<file path="config.mk">
export PLATFORM = sky130hd
export DESIGN_NAME = feed_frame_parser_fnv_check_unit
export DESIGN_NICKNAME = d
export VERILOG_FILES = /design/src/ffp_pkg.sv /design/src/ffp_dgram_track.sv /design/src/ffp_verdict.sv /design/src/feed_frame_parser_fnv_check_unit.sv
export SDC_FILE = /design/constraint.sdc
export NUM_CORES = 1
export LEC_CHECK = 0
export BUFFER_PORTS_ARGS = -buffer_cell sky130_fd_sc_hd__buf_2
export CORE_ASPECT_RATIO = 0.5
export CORE_MARGIN = 3
export CORE_UTILIZATION = 35
export DETAILED_ROUTE_END_ITERATION = 8
export PLACE_DENSITY = 0.48
export SLEW_MARGIN = 10
export SYNTH_ARGS = -nofsm -noshare
export SYNTH_HDL_FRONTEND = slang
export SYNTH_HIERARCHICAL = 1
export SYNTH_SLANG_ARGS = --single-unit
</file>
<file path="constraint.sdc">
create_clock -name i_clk -period 19.5 [get_ports i_clk]
set_clock_uncertainty 0.15 [all_clocks]
set_input_delay 2.925 -clock i_clk [delete_from_list [all_inputs] [get_ports i_clk]]
set_output_delay 2.925 -clock i_clk [all_outputs]
set_load 0.01 [all_outputs]
</file>
<file path="src/ffp_pkg.sv">
// ----------------------------------------------------------------------------
// ffp_pkg
// Shared types and constants for the checked frame header parser: request
// and result payloads, the per-datagram state record and the verdict codes.
// ----------------------------------------------------------------------------
package ffp_pkg;

    localparam int HDR_BYTES = 25;
    localparam int COUNT_W   = 17;

    localparam logic [COUNT_W-1:0] COUNT_MAX  = {COUNT_W{1'b1}};
    localparam logic [COUNT_W-1:0] HDR_COUNT  = COUNT_W'(HDR_BYTES);
    localparam logic [31:0]        FNV_OFFSET = 32'd2166136261;
    localparam logic [31:0]        FNV_PRIME  = 32'd16777619;
    localparam logic [7:0]         VER_RESET  = 8'd1;

    // header byte offsets
    localparam logic [COUNT_W-1:0] POS_VERSION  = COUNT_W'(0);
    localparam logic [COUNT_W-1:0] POS_TYPE     = COUNT_W'(1);
    localparam logic [COUNT_W-1:0] POS_SESS_LO  = COUNT_W'(2);
    localparam logic [COUNT_W-1:0] POS_SESS_HI  = COUNT_W'(5);
    localparam logic [COUNT_W-1:0] POS_SEQ_LO   = COUNT_W'(6);
    localparam logic [COUNT_W-1:0] POS_SEQ_HI   = COUNT_W'(9);
    localparam logic [COUNT_W-1:0] POS_DOMAIN   = COUNT_W'(10);
    localparam logic [COUNT_W-1:0] POS_TIME_LO  = COUNT_W'(11);
    localparam logic [COUNT_W-1:0] POS_TIME_HI  = COUNT_W'(18);
    localparam logic [COUNT_W-1:0] POS_LEN_LO   = COUNT_W'(19);
    localparam logic [COUNT_W-1:0] POS_LEN_HI   = COUNT_W'(20);
    localparam logic [COUNT_W-1:0] POS_INTEG_LO = COUNT_W'(21);
    localparam logic [COUNT_W-1:0] POS_INTEG_HI = COUNT_W'(24);

    typedef enum logic [2:0] {
        ST_OK      = 3'd0,
        ST_SHORT   = 3'd1,
        ST_BAD_VER = 3'd2,
        ST_TRUNC   = 3'd3,
        ST_INTEG   = 3'd4
    } t_status;

    typedef struct packed {
        logic [7:0] data_byte;
        logic       last_byte;
    } t_in_item;

    typedef struct packed {
        t_status     status;
        logic [7:0]  msg_type;
        logic [31:0] session_word;
        logic [31:0] msg_sequence;
        logic [7:0]  ts_domain;
        logic [63:0] timestamp;
        logic [15:0] payload_len;
    } t_out_item;

    typedef struct packed {
        logic [COUNT_W-1:0] count;
        logic [31:0]        hash;
        logic [7:0]         version;
        logic [7:0]         msg_type;
        logic [31:0]        session;
        logic [31:0]        seq_num;
        logic [7:0]         domain;
        logic [63:0]        stamp;
        logic [15:0]        length;
        logic [31:0]        integrity;
    } t_dgram;

    localparam t_dgram DGRAM_CLEAR = '{
        count:     '0,
        hash:      FNV_OFFSET,
        version:   '0,
        msg_type:  '0,
        session:   '0,
        seq_num:   '0,
        domain:    '0,
        stamp:     '0,
        length:    '0,
        integrity: '0
    };

endpackage

</file>
<file path="src/ffp_dgram_track.sv">
// ----------------------------------------------------------------------------
// ffp_dgram_track
// Input register and per-datagram state: byte count, header field capture
// and the FNV-1a hash over the payload, one byte per cycle unless stalled.
// ----------------------------------------------------------------------------
module ffp_dgram_track
    import ffp_pkg::*;
(
    input  logic     i_clk,
    input  logic     i_rst_n,
    input  logic     i_accept,
    input  t_in_item i_in,
    input  logic     i_out_free,
    output logic     o_stall,
    output logic     o_pend,
    output t_dgram   o_dgram
);

    logic               r_s1_valid;
    t_in_item           r_s1_item;
    logic               r_restart;
    logic               r_pend;
    t_dgram             r_dg;
    t_dgram             n_dg;
    t_dgram             w_base;
    logic               w_adv;
    logic               w_take;
    logic [COUNT_W-1:0] w_pos;
    logic [COUNT_W-1:0] w_pay_off;
    logic [7:0]         w_b;
    logic [31:0]        w_mix;
    logic [31:0]        w_prod;

    // a pending result holds the state until the output register takes it
    assign w_adv   = !r_pend || i_out_free;
    assign w_take  = r_s1_valid && w_adv;
    assign o_stall = r_s1_valid && !w_adv;
    assign o_pend  = r_pend;
    assign o_dgram = r_dg;

    always_comb begin
        w_base    = r_restart ? DGRAM_CLEAR : r_dg;
        w_pos     = w_base.count;
        w_b       = r_s1_item.data_byte;
        w_pay_off = w_pos - HDR_COUNT;
        w_mix     = w_base.hash ^ {24'd0, w_b};
        w_prod    = w_mix * FNV_PRIME;
        n_dg      = w_base;
        case (w_pos) inside
            POS_VERSION: begin
                n_dg.version = w_b;
            end
            POS_TYPE: begin
                n_dg.msg_type = w_b;
            end
            [POS_SESS_LO:POS_SESS_HI]: begin
                n_dg.session = {w_base.session[23:0], w_b};
            end
            [POS_SEQ_LO:POS_SEQ_HI]: begin
                n_dg.seq_num = {w_base.seq_num[23:0], w_b};
            end
            POS_DOMAIN: begin
                n_dg.domain = w_b;
            end
            [POS_TIME_LO:POS_TIME_HI]: begin
                n_dg.stamp = {w_base.stamp[55:0], w_b};
            end
            [POS_LEN_LO:POS_LEN_HI]: begin
                n_dg.length = {w_base.length[7:0], w_b};
            end
            [POS_INTEG_LO:POS_INTEG_HI]: begin
                n_dg.integrity = {w_base.integrity[23:0], w_b};
            end
            default: begin
                if (w_pay_off < {1'b0, w_base.length}) begin
                    n_dg.hash = w_prod;
                end
            end
        endcase
        if (w_pos != COUNT_MAX) begin
            n_dg.count = w_pos + COUNT_W'(1);
        end
    end

    always_ff @(posedge i_clk) begin
        if (!i_rst_n) begin
            r_s1_valid <= 1'b0;
            r_restart  <= 1'b1;
            r_pend     <= 1'b0;
        end else begin
            if (i_accept) begin
                r_s1_valid <= 1'b1;
            end else if (w_adv) begin
                r_s1_valid <= 1'b0;
            end
            if (w_take) begin
                r_restart <= r_s1_item.last_byte;
            end
            if (w_adv) begin
                r_pend <= w_take && r_s1_item.last_byte;
            end
        end
    end

    always_ff @(posedge i_clk) begin
        if (i_accept) begin
            r_s1_item <= i_in;
        end
        if (w_take) begin
            r_dg <= n_dg;
        end
    end

endmodule

</file>
<file path="src/ffp_verdict.sv">
// ----------------------------------------------------------------------------
// ffp_verdict
// Verdict logic and result register: checks length, version, truncation and
// integrity of a finished datagram and holds the result for the consumer.
// ----------------------------------------------------------------------------
module ffp_verdict
    import ffp_pkg::*;
(
    input  logic      i_clk,
    input  logic      i_rst_n,
    input  logic      i_pend,
    input  t_dgram    i_dgram,
    input  logic [7:0] i_cfg_version,
    input  logic      i_out_stall,
    output logic      o_out_free,
    output logic      o_out_valid,
    output t_out_item o_out
);

    logic               r_out_valid;
    t_out_item          r_out;
    t_out_item          n_out;
    logic               w_move;
    logic [COUNT_W-1:0] w_need;

    assign o_out_free  = !r_out_valid || !i_out_stall;
    assign w_move      = i_pend && o_out_free;
    assign o_out_valid = r_out_valid;
    assign o_out       = r_out;

    always_comb begin
        w_need             = {1'b0, i_dgram.length} + HDR_COUNT;
        n_out.msg_type     = i_dgram.msg_type;
        n_out.session_word = i_dgram.session;
        n_out.msg_sequence = i_dgram.seq_num;
        n_out.ts_domain    = i_dgram.domain;
        n_out.timestamp    = i_dgram.stamp;
        n_out.payload_len  = i_dgram.length;
        if (i_dgram.count < HDR_COUNT) begin
            n_out.status = ST_SHORT;
        end else if (i_dgram.version != i_cfg_version) begin
            n_out.status = ST_BAD_VER;
        end else if (w_need > i_dgram.count) begin
            n_out.status = ST_TRUNC;
        end else if (i_dgram.length != '0 && i_dgram.integrity != '0
                     && i_dgram.integrity != i_dgram.hash) begin
            n_out.status = ST_INTEG;
        end else begin
            n_out.status = ST_OK;
        end
    end

    always_ff @(posedge i_clk) begin
        if (!i_rst_n) begin
            r_out_valid <= 1'b0;
        end else if (w_move) begin
            r_out_valid <= 1'b1;
        end else if (!i_out_stall) begin
            r_out_valid <= 1'b0;
        end
    end

    always_ff @(posedge i_clk) begin
        if (w_move) begin
            r_out <= n_out;
        end
    end

endmodule

</file>
<file path="src/feed_frame_parser_fnv_check_unit.sv">
// ----------------------------------------------------------------------------
// feed_frame_parser_fnv_check_unit
// Takes one datagram byte per request, captures the 25-byte big-endian
// header, hashes the payload with FNV-1a 32 and gives one verdict with the
// header fields on the final byte. A new byte is taken every cycle unless
// the input stalls; a result passes the input register, then the state
// update with the one constant multiply, then the verdict register.
// Input stalls only while a finished result waits behind a stalled output.
// ----------------------------------------------------------------------------
module feed_frame_parser_fnv_check_unit
    import ffp_pkg::*;
(
    input  logic       i_clk,
    input  logic       i_rst_n,
    input  logic       i_in_valid,
    output logic       o_in_stall,
    input  t_in_item   i_in,
    output logic       o_out_valid,
    input  logic       i_out_stall,
    output t_out_item  o_out,
    input  logic       i_cfg_we,
    input  logic [7:0] i_cfg_data
);

    logic [7:0] r_cfg_version;
    logic       w_accept;
    logic       w_out_free;
    logic       w_pend;
    t_dgram     w_dgram;

    assign w_accept = i_in_valid && !o_in_stall;

    always_ff @(posedge i_clk) begin
        if (!i_rst_n) begin
            r_cfg_version <= VER_RESET;
        end else if (i_cfg_we) begin
            r_cfg_version <= i_cfg_data;
        end
    end

    ffp_dgram_track u_track (
        .i_clk      (i_clk),
        .i_rst_n    (i_rst_n),
        .i_accept   (w_accept),
        .i_in       (i_in),
        .i_out_free (w_out_free),
        .o_stall    (o_in_stall),
        .o_pend     (w_pend),
        .o_dgram    (w_dgram)
    );

    ffp_verdict u_verdict (
        .i_clk         (i_clk),
        .i_rst_n       (i_rst_n),
        .i_pend        (w_pend),
        .i_dgram       (w_dgram),
        .i_cfg_version (r_cfg_version),
        .i_out_stall   (i_out_stall),
        .o_out_free    (w_out_free),
        .o_out_valid   (o_out_valid),
        .o_out         (o_out)
    );

`ifndef SYNTHESIS
    // a new result only follows a finished datagram
    a_out_from_pend: assert property (@(posedge i_clk) disable iff (!i_rst_n)
        $rose(o_out_valid) |-> $past(w_pend))
        else $error("result without finished datagram");

    // a finished datagram waits while the output is blocked
    a_pend_held: assert property (@(posedge i_clk) disable iff (!i_rst_n)
        w_pend && !w_out_free |=> w_pend)
        else $error("pending result dropped");

    // input is held off only behind a blocked result
    a_stall_cause: assert property (@(posedge i_clk) disable iff (!i_rst_n)
        o_in_stall |-> w_pend && o_out_valid && i_out_stall)
        else $error("input stalled without cause");
`endif

endmodule

</file>
**Yosys cells after proc, flatten, opt, wreduce, memory -nomap -nowiden**

Cells that the tools add are included.

- Register bits: 433
- Logic and storage cells: 129
- Output and inout port bits: 165
- Input bits: 22

- Reduce and logical (&&, ||, !) cells: 26
- Mux-type cells: 54
- Bitwise gates (word level): 1
- Order comparisons: 13
- Equality and inequality tests: 6
- Multipliers: 1
- Add/sub/neg operators: 3

Operators with widths:

| operator | number |
|---|---|
| two-way mux 32 bit | 24 |
| two-way mux 64 bit | 6 |
| two-way mux 249 bit | 1 |
| two-way mux 16 bit | 7 |
| two-way mux 8 bit | 8 |
| <= comparator 17 x 5 -> 1 bit, second input constant | 3 |
| greater-or-equal comparator 17 x 5 -> 1 bit, second input constant | 2 |
| multiplier 32 x 25 -> 32 bit, second input constant | 1 |
| inequality test 32 bit | 1 |
| nonzero test 32 bit | 1 |
| bitwise XOR 32 x 8 -> 32 bit | 1 |
| adder 16 x 5 -> 17 bit, second input constant | 1 |
| adder 17 x 1 -> 17 bit, second input constant | 1 |
| == test 17 x 1 -> 1 bit, second input constant | 1 |
| == test 17 x 4 -> 1 bit, second input constant | 1 |
| greater-or-equal comparator 17 x 2 -> 1 bit, second input constant | 1 |
| greater-or-equal comparator 17 x 3 -> 1 bit, second input constant | 1 |
| greater-or-equal comparator 17 x 4 -> 1 bit, second input constant | 1 |
| > comparator 17 bit | 1 |
| <= comparator 17 x 3 -> 1 bit, second input constant | 1 |
| <= comparator 17 x 4 -> 1 bit, second input constant | 1 |
| zero test 17 bit | 1 |
| < comparator 17 x 16 -> 1 bit | 1 |
| < comparator 17 x 5 -> 1 bit, second input constant | 1 |
| other kinds (15) | 36 |

**Longest topological paths before layout**

Gate-level depths: netlist of run 1.

- Depth in word-level cells: 12
- Mapped depth: 27
- Depth with buffers taken out: 22

**Cells and area by module**

The synthesis of run 1 kept the hierarchy.

Modules (own cells, without submodules):

| module | seq. area each (sq um) | instances | area each (sq um) | cells each |
|---|---|---|---|---|
| ffp_dgram_track | 7807.5 | 1 | 18416.4 | 1830 |
| ffp_verdict | 4914.7 | 1 | 6238.5 | 347 |
| feed_frame_parser_fnv_check_unit | 160.2 | 1 | 305.3 | 26 |

**Worst setup path after synthesis of run 1**

Ideal clock, no wire load.

- Path type: input to register
- Start: input port i_out_stall
- End: register u_track.r_dg (netlist bit u_track/o_dgram[0]), enable pin
- Arrival time: 7861 ps
- Data required time: 18756 ps
- Path buffers: 0
- Setup slack: 10895 ps
- Cell stages on the path: 4
- Setup time: 594 ps
- Path through: nand2_1 nand2b_1 nand2_1 inv_1

- Word-level cells in the longest chain between the ends: 4

Ends and longest elaborated chain:

| element | line | source |
|---|---|---|
| from (decl) | feed_frame_parser_fnv_check_unit.sv:19 | `input logic i_out_stall,` |
| zero test 1 bit | ffp_verdict.sv:26 | `assign o_out_free = !r_out_valid \|\| !i_out_stall;` |
| logical OR 1 bit | ffp_verdict.sv:26 |  |
| logical OR 1 bit | ffp_dgram_track.sv:35 | `assign w_adv = !r_pend \|\| i_out_free;` |
| logical AND 1 bit | ffp_dgram_track.sv:36 | `assign w_take = r_s1_valid && w_adv;` |
| via u_track.w_take | ffp_dgram_track.sv:27 | `logic w_take;` |
| to (signal assigned) | ffp_dgram_track.sv:110 | `r_dg <= n_dg;` |
| to (decl) | ffp_dgram_track.sv:23 | `t_dgram r_dg;` |

The timed path passes the listed nets, and every way through them passes these cells.
A chain may end at the register's enable or synchronous reset.

==> qor.csv, run 1 <==
metric;value;unit
grt met2 use;27.9;%
grt peak-use layer;met2;
Hold Fails Final Rpt;0;
reg2reg path depth;22;
IO buf count;186;
Reg2Reg Setup Slack;11.58;ns
CTS sink cnt;433;
hold_sp;u_track/o_dgram[187];
Synth area leaders;edfxtp_1, ha_1, fa_1;
total CTS buffers;43;
final setup fails;0;
DR iter-0 viols;1068;
Synth Flop Type;edfxtp_1;
Root Driver;clkbuf_16;
Residual DRC;0;
register area share after synthesis;51.6;%
met1 Usage GRT;23.6;%
worst hold path endpoint;u_verdict/o_out[155];
dpl hpwl;44000;um
die height;195;um
die width;384;um
Synth Warn #;6;
crit-path max FO;86;
largest family of logic cells by synthesized area;adder cells;
reg2reg end;u_track/o_dgram[231];
post-CTS setup buffer count;0;
post-synthesis mux area share;2.83;%
row cnt;68;
synthesized area per cell;11.3;um2
initial antenna violation count;0;
Synth Area in Adders;17.0;%
vias per cell;4.89;
Synth Area in Compound Gates;7.51;%
f_max;126;MHz
Inserted Diodes;0;
Netlist Area Pre-Place;25000;um2
Distinct cells, synth;78;
GPL Wtd Cong;0.805;
WHS Path Cells;0;
max_slew headroom;16.8;%
RSZ-0062 raised after global routing;false;
most frequent cells in the layout;edfxtp_1, nand2_1, inv_1, ha_1, buf_2;
layout cells sized above 1;13.1;%
Mapped Cells;2203;
Worst-Margin Slew;1.24;ns
H-tree depth;2;
Initial Utilization;35.8;%
vias post-DR;16400;
crit start category;flip-flop;
grt total ovfl;0;
Critical Path Sink Type;flip-flop;
r2r startpoint;u_track/r_restart;
CTS tree;built;
PwrDens;92.7;nW/um2
Post-synth EDFFs;421;
Clk pin slew, worst setup/hold paths;0.07;ns
simple-gate share of the synthesized area;11.8;%
first-pass GRT wire length;98600;um
total negative slack;0;ns
GRT Resource Usage Total;16.8;%
fin crit share;40.6;%
clk_lat worst skew;0.56;ns
post-cts gate resize count;0;
hold_buf cts;0;
worst hold path type;flip-flop to flip-flop;
Global Route met3 Usage;2.39;%
VDD IR-drop max;0.0492;mV
Pleak;11.3;nW
Required @ worst endpoint;19.64;ns
WL per Instance;19.0;um
commonest non-fill, non-tap cell in the layout;edfxtp_1;
area grow syn2layout;13.2;%
Die ar.;74700;um2
vias in the first global route;16400;
crit path DAT;8.06;ns
min Tclk post-route;7.92;ns
IO Pins;187;
Post-Synth XOR/XNOR Area;4.28;%
area share of the leading cell type in the synthesized netlist;50.6;%
total power;0.00262;W
post-route ant nets;0;
final net count;2690;
Core ar.;69800;um2
outcome;finished clean;
max_cap viols;0;
final count of pins violating max slew;0;
1st-pass router iterations;6;
ys async rst share;0;%
area leader, netlist;edfxtp_1;
kind of critical path;flip-flop to flip-flop;
FF+latch count, synth;433;
pin count of the biggest net entering global routing;108;
clk buf depth;3;
Synth Net Count;2520;
DRT Wirelength;63700;um
layer usage:
metal	wire length (um)	vias to the layer above
li1	-	7998
met4	928	0
met1	29700	8056
met3	2540	60
met2	30500	260
met5	0	-
critical path, stage by stage (launching register included):
cell	delay, ns
dfxtp_4	0.82
buf_4	0.88
inv_2	0.16
buf_4	0.35
nand2_1	0.22
xnor2_1	0.14
buf_4	0.18
ha_1	0.23
ha_1	0.30
fa_1	0.48
ha_1	0.21
fa_1	0.47
ha_1	0.29
inv_1	0.05
fa_1	0.52
inv_1	0.04
ha_1	0.36
a211o_1	0.32
o311ai_0	0.57
a31oi_1	0.29
o211ai_1	0.28
and3_1	0.19
o31ai_1	0.06
cells by family (layout without fill, tap and decap cells):
family | count (synthesis) | in the layout
AND/OR/NAND/NOR | 650 | 650
flip-flops | 433 | 433
AO/OA/AOI/OAI | 319 | 319
buffers and inverters | 314 | 514
adder cells (fa/ha/maj) | 295 | 295
XOR/XNOR | 122 | 122
multiplexers | 70 | 70
state kept, by name, indices dropped and copies added (netlist names):
signal / flops
r_cfg_version: 8
u_track/o_dgram: 249
u_track/o_pend: 1
u_track/r_restart: 1
u_track/r_s1_item: 1
u_track/r_s1_valid: 1
u_track/w_b: 8
u_verdict/o_out: 163
u_verdict/o_out_valid: 1
per-stage QoR:
stage / instance area, um2 / hold slack (ns) / worst slack, ns / utilization (%) / cells
after floorplan: 25000 / 0.276 / 10.89 / - / 2203
final: 28300 / 0.299 / 11.58 / 40.5 / 3348
after CTS: 28300 / 0.298 / 11.49 / 40.5 / 3348
after global placement: 26900 / 0.284 / 11.63 / 38.6 / 3273
after global routing: 28300 / 0.308 / 11.06 / 40.5 / 3348
after detailed placement: 26900 / 0.283 / 11.52 / 38.6 / 3273
area by class of cell:
type	instances	area, um2
Clock inverter	22	183
Tap cell	945	1180
Multi-Input combinational cell	1456	10900
Timing Repair Buffer	214	1140
Clock buffer	53	1140
Fill cell	6787	41500
Inverter	225	852
Sequential cell	433	12900
power by group:
| group | switching (W) | internal, W |
|---|---|---|
| sequential | 0.0000308 | 0.00106 |
| combinational | 0.000425 | 0.000297 |
| clock | 0.000365 | 0.000445 |
| total | 0.000821 | 0.00180 |
Yosys cell counts (all sizes together), types with 10 or more instances:
master and number:
nor3 17, a21o 17, clkbuf 55, nand3 23, and3 17, buf 34, nor2 139, and2 13
xor2 67, edfxtp 421, nor4 26, mux2i 65, fa 74, or2 10, a21oi 133, dfxtp 12
o21ai 94, ha 221, nor2b 32, xnor2 55, nand2 331, inv 223, nand4 10
how the worst max path moves through the flow:
stage | start | end | cells after the start
2_1_floorplan | i_out_stall | u_track/o_dgram[0] | 4
3_3_place_gp | u_track/r_restart | u_track/o_dgram[231] | 22
3_5_place_dp | u_track/r_restart | u_track/o_dgram[231] | 22
4_1_cts | u_track/r_restart | u_track/o_dgram[231] | 22
5_1_grt | u_track/r_restart | u_track/o_dgram[231] | 22
6_report | u_track/r_restart | u_track/o_dgram[231] | 22
Note: power is estimated with default switching activity, not from simulation.
==> inputs of run 2 (changes only) <==
--- a/config.mk
+++ b/config.mk
@@ -5,12 +5,13 @@
 export SDC_FILE = /design/constraint.sdc
 export NUM_CORES = 1
 export LEC_CHECK = 0
+export ABC_AREA = 1
 export BUFFER_PORTS_ARGS = -buffer_cell sky130_fd_sc_hd__buf_2
 export CORE_ASPECT_RATIO = 0.5
 export CORE_MARGIN = 3
 export CORE_UTILIZATION = 35
 export DETAILED_ROUTE_END_ITERATION = 8
-export PLACE_DENSITY = 0.48
+export PLACE_DENSITY = 0.5
 export SLEW_MARGIN = 10
 export SYNTH_ARGS = -nofsm -noshare
 export SYNTH_HDL_FRONTEND = slang
==> constraint.sdc (replaced) <==
create_clock -name i_clk -period 6.4 [get_ports i_clk]
set_clock_uncertainty 0.15 [all_clocks]
set_input_delay 0.96 -clock i_clk [delete_from_list [all_inputs] [get_ports i_clk]]
set_output_delay 0.96 -clock i_clk [all_outputs]
set_load 0.01 [all_outputs]
==> qor.csv, run 2 <==
metric;value;unit
Residual DRC;0;
# fillers;7571;
Worst-Margin Slew;1.19;ns
Post-synth EDFFs;421;
pin count of the biggest net entering global routing;129;
max FFs per register;249;
Synth Warn #;6;
hold_sp;u_track/o_dgram[158];
Die ar.;80600;um2
Synth area leaders;edfxtp_1, ha_1, nand2_1;
first-pass GRT wire length;114000;um
crit path DAT;6.20;ns
r2r startpoint;u_track/r_restart;
area leader, netlist;edfxtp_1;
Netlist Area Pre-Place;27000;um2
Initial Utilization;35.6;%
Reg2Reg Setup Slack;0.40;ns
IO buf count;186;
CTS sink cnt;433;
worst hold path type;flip-flop to flip-flop;
row cnt;71;
register area;12900;um2
reg2reg end;u_track/o_dgram[227];
Synth Net Count;3056;
final net count;3312;
most frequent cells in the layout;nand2_1, edfxtp_1, inv_1, ha_1, nor2_1;
Crit path top cell by count;inv_1;
crit-path max FO;30;
Critical Path Sink Type;flip-flop;
post-route ant nets;0;
final setup fails;0;
Core ar.;75700;um2
WL per Instance;18.0;um
Pleak;13.4;nW
Inserted Diodes;0;
Required @ worst endpoint;6.60;ns
reg2reg path depth;24;
register area share after synthesis;47.8;%
GRT Resource Usage Total;18.1;%
CTS tree;built;
total CTS buffers;46;
dpl cells;3969;
clk_lat worst skew;0.59;ns
Mapped Cells;2739;
Synth Area in Adders;15.8;%
WHS Path Cells;0;
area grow syn2layout;14.9;%
most common cell in the netlist;nand2_1;
layout cells sized above 1;17.3;%
PwrDens;434;nW/um2
Worst Setup SP;u_track/r_restart;
vias in the first global route;19600;
DR iter-0 viols;1277;
initial antenna violation count;0;
crit path buf inv count;7;
vias per cell;4.78;
IO Pins;187;
Post-Synth XOR/XNOR Area;3.02;%
1st-pass router iterations;5;
H-tree depth;2;
kind of critical path;flip-flop to flip-flop;
CP top delay family;adder cells;
slowest stage cell, crit path;fa_1;
final count of pins violating max slew;0;
Final Worst Setup Slack;0.403;ns
DRT Wirelength;73100;um
vias post-DR;19400;
dpl hpwl;55300;um
commonest non-fill, non-tap cell in the layout;nand2_1;
max_slew headroom;20.0;%
fin crit share;93.7;%
total negative slack;0;ns
post-synthesis mux area share;0;%
largest family of logic cells by synthesized area;simple AND/OR/NAND/NOR gates;
min Tclk post-route;6.00;ns
grt total ovfl;0;
die height;202;um
FF+latch count, synth;433;
Synth Area in Compound Gates;6.93;%
hold_buf cts;0;
Synth Flop Type;edfxtp_1;
max_cap viols;0;
WP depth;24;
post-place setup slack;0.393;ns
most frequent cells after synthesis;nand2_1, edfxtp_1, inv_1, ha_1, nor2_1;
RSZ-0062 raised after global routing;false;
worst hold path endpoint;u_verdict/o_out[126];
worst-path cell chain;buf_12 > or2_2 > ha_1 > ha_1 > inv_1 > fa_1 > inv_1 > ha_1 > fa_1 > fa_1 > inv_1 > fa_1 > inv_1 > ha_1 > nand2_1 > inv_1 > nand3_1 > nor3_1 > o21ai_0 > nand3_1 > xor2_1 > nand2_1 > nand2_1 > inv_1;
crit start category;flip-flop;
f_max;167;MHz
Clk pin slew, worst setup/hold paths;0.06;ns
post-cts gate resize count;0;
clk buf depth;3;
synthesized area per cell;9.84;um2
multi-input logic area;11900;um2
Crit path largest cell delay;0.55;ns
VDD IR-drop max;0.492;mV
area share of the leading cell type in the synthesized netlist;46.9;%
outcome;finished clean;
Hold Fails Final Rpt;0;
GPL Wtd Cong;0.912;
die width;399;um
post-CTS setup buffer count;0;
simple-gate share of the synthesized area;18.5;%
ys async rst share;0;%
Distinct cells, synth;53;
Root Driver;clkbuf_16;
Layout Cells excl Fill;4052;
[run 2: changes by cell type after synthesis, sizes merged, moves of 19 or more]
cell,previous run,this run
a21oi,133,79
buf,34,53
clkbuf,55,31
inv,223,418
mux2i,65,0
nand2,331,567
nand3,23,208
nand4,10,39
nor2,139,239
nor2b,32,0
nor4,26,5
o21ai,94,222
[run 2: cell type report]
| cell class | count | share of cell area [%] |
|---|---|---|
| clock buffers | 50 | 3.77 |
| clock inverters | 33 | 1.13 |
| inverters | 422 | 5.16 |
| repair buffers | 292 | 5.66 |
| well taps | 1022 | 4.13 |
| flip-flops and latches | 433 | 41.6 |
| multi-input cells | 1800 | 38.5 |
[run 2: metal layers]
metal | share of wire [%] | wire length (um) | track usage (%)
met1 | 46 | 33500 | 24.6
met2 | 47 | 34200 | 30.1
met5 | 0 | 0 | 0
met4 | 2.6 | 1880 | 5.11
met3 | 4.9 | 3550 | 2.68
[run 2: kinds of logic (layout without fill, tap and decap cells)]
| kind of cell | after synthesis | in the layout |
|---|---|---|
| simple gates | 1086 | 1086 |
| buf+inv | 506 | 797 |
| xor+xnor | 93 | 93 |
| compound gates | 326 | 326 |
| flops | 433 | 433 |
| fa+ha+maj | 295 | 295 |
[run 2: worst max path at each step]
| stage | to |
|---|---|
| floorplan | u_track/o_dgram[192] |
| global placement | u_track/o_dgram[228] |
| detailed placement | u_track/o_dgram[231] |
| finish | u_track/o_dgram[227] |
| CTS | u_track/o_dgram[231] |
| global route | u_track/o_dgram[229] |
[run 2: per-stage QoR]
step | instance area, um2 | util [%] | total power, W | hold slack [ns]
floorplan | 27000 | - | 0.00801 | 0.276
global placement | 29400 | 38.9 | 0.0108 | 0.281
detailed placement | 29400 | 38.9 | 0.0108 | 0.282
CTS | 31000 | 40.9 | 0.0135 | 0.280
global route | 31000 | 40.9 | 0.0146 | 0.291
finish | 31000 | 40.9 | 0.0134 | 0.285
[run 2: report_power, final]
group | switching, W | total [W] | internal, W | leakage (nW)
sequential | 0.000131 | 0.00347 | 0.00334 | 4.07
combinational | 0.00445 | 0.00729 | 0.00284 | 8.59
clock | 0.00115 | 0.00268 | 0.00153 | 0.726
total | 0.00572 | 0.0134 | 0.00771 | 13.4
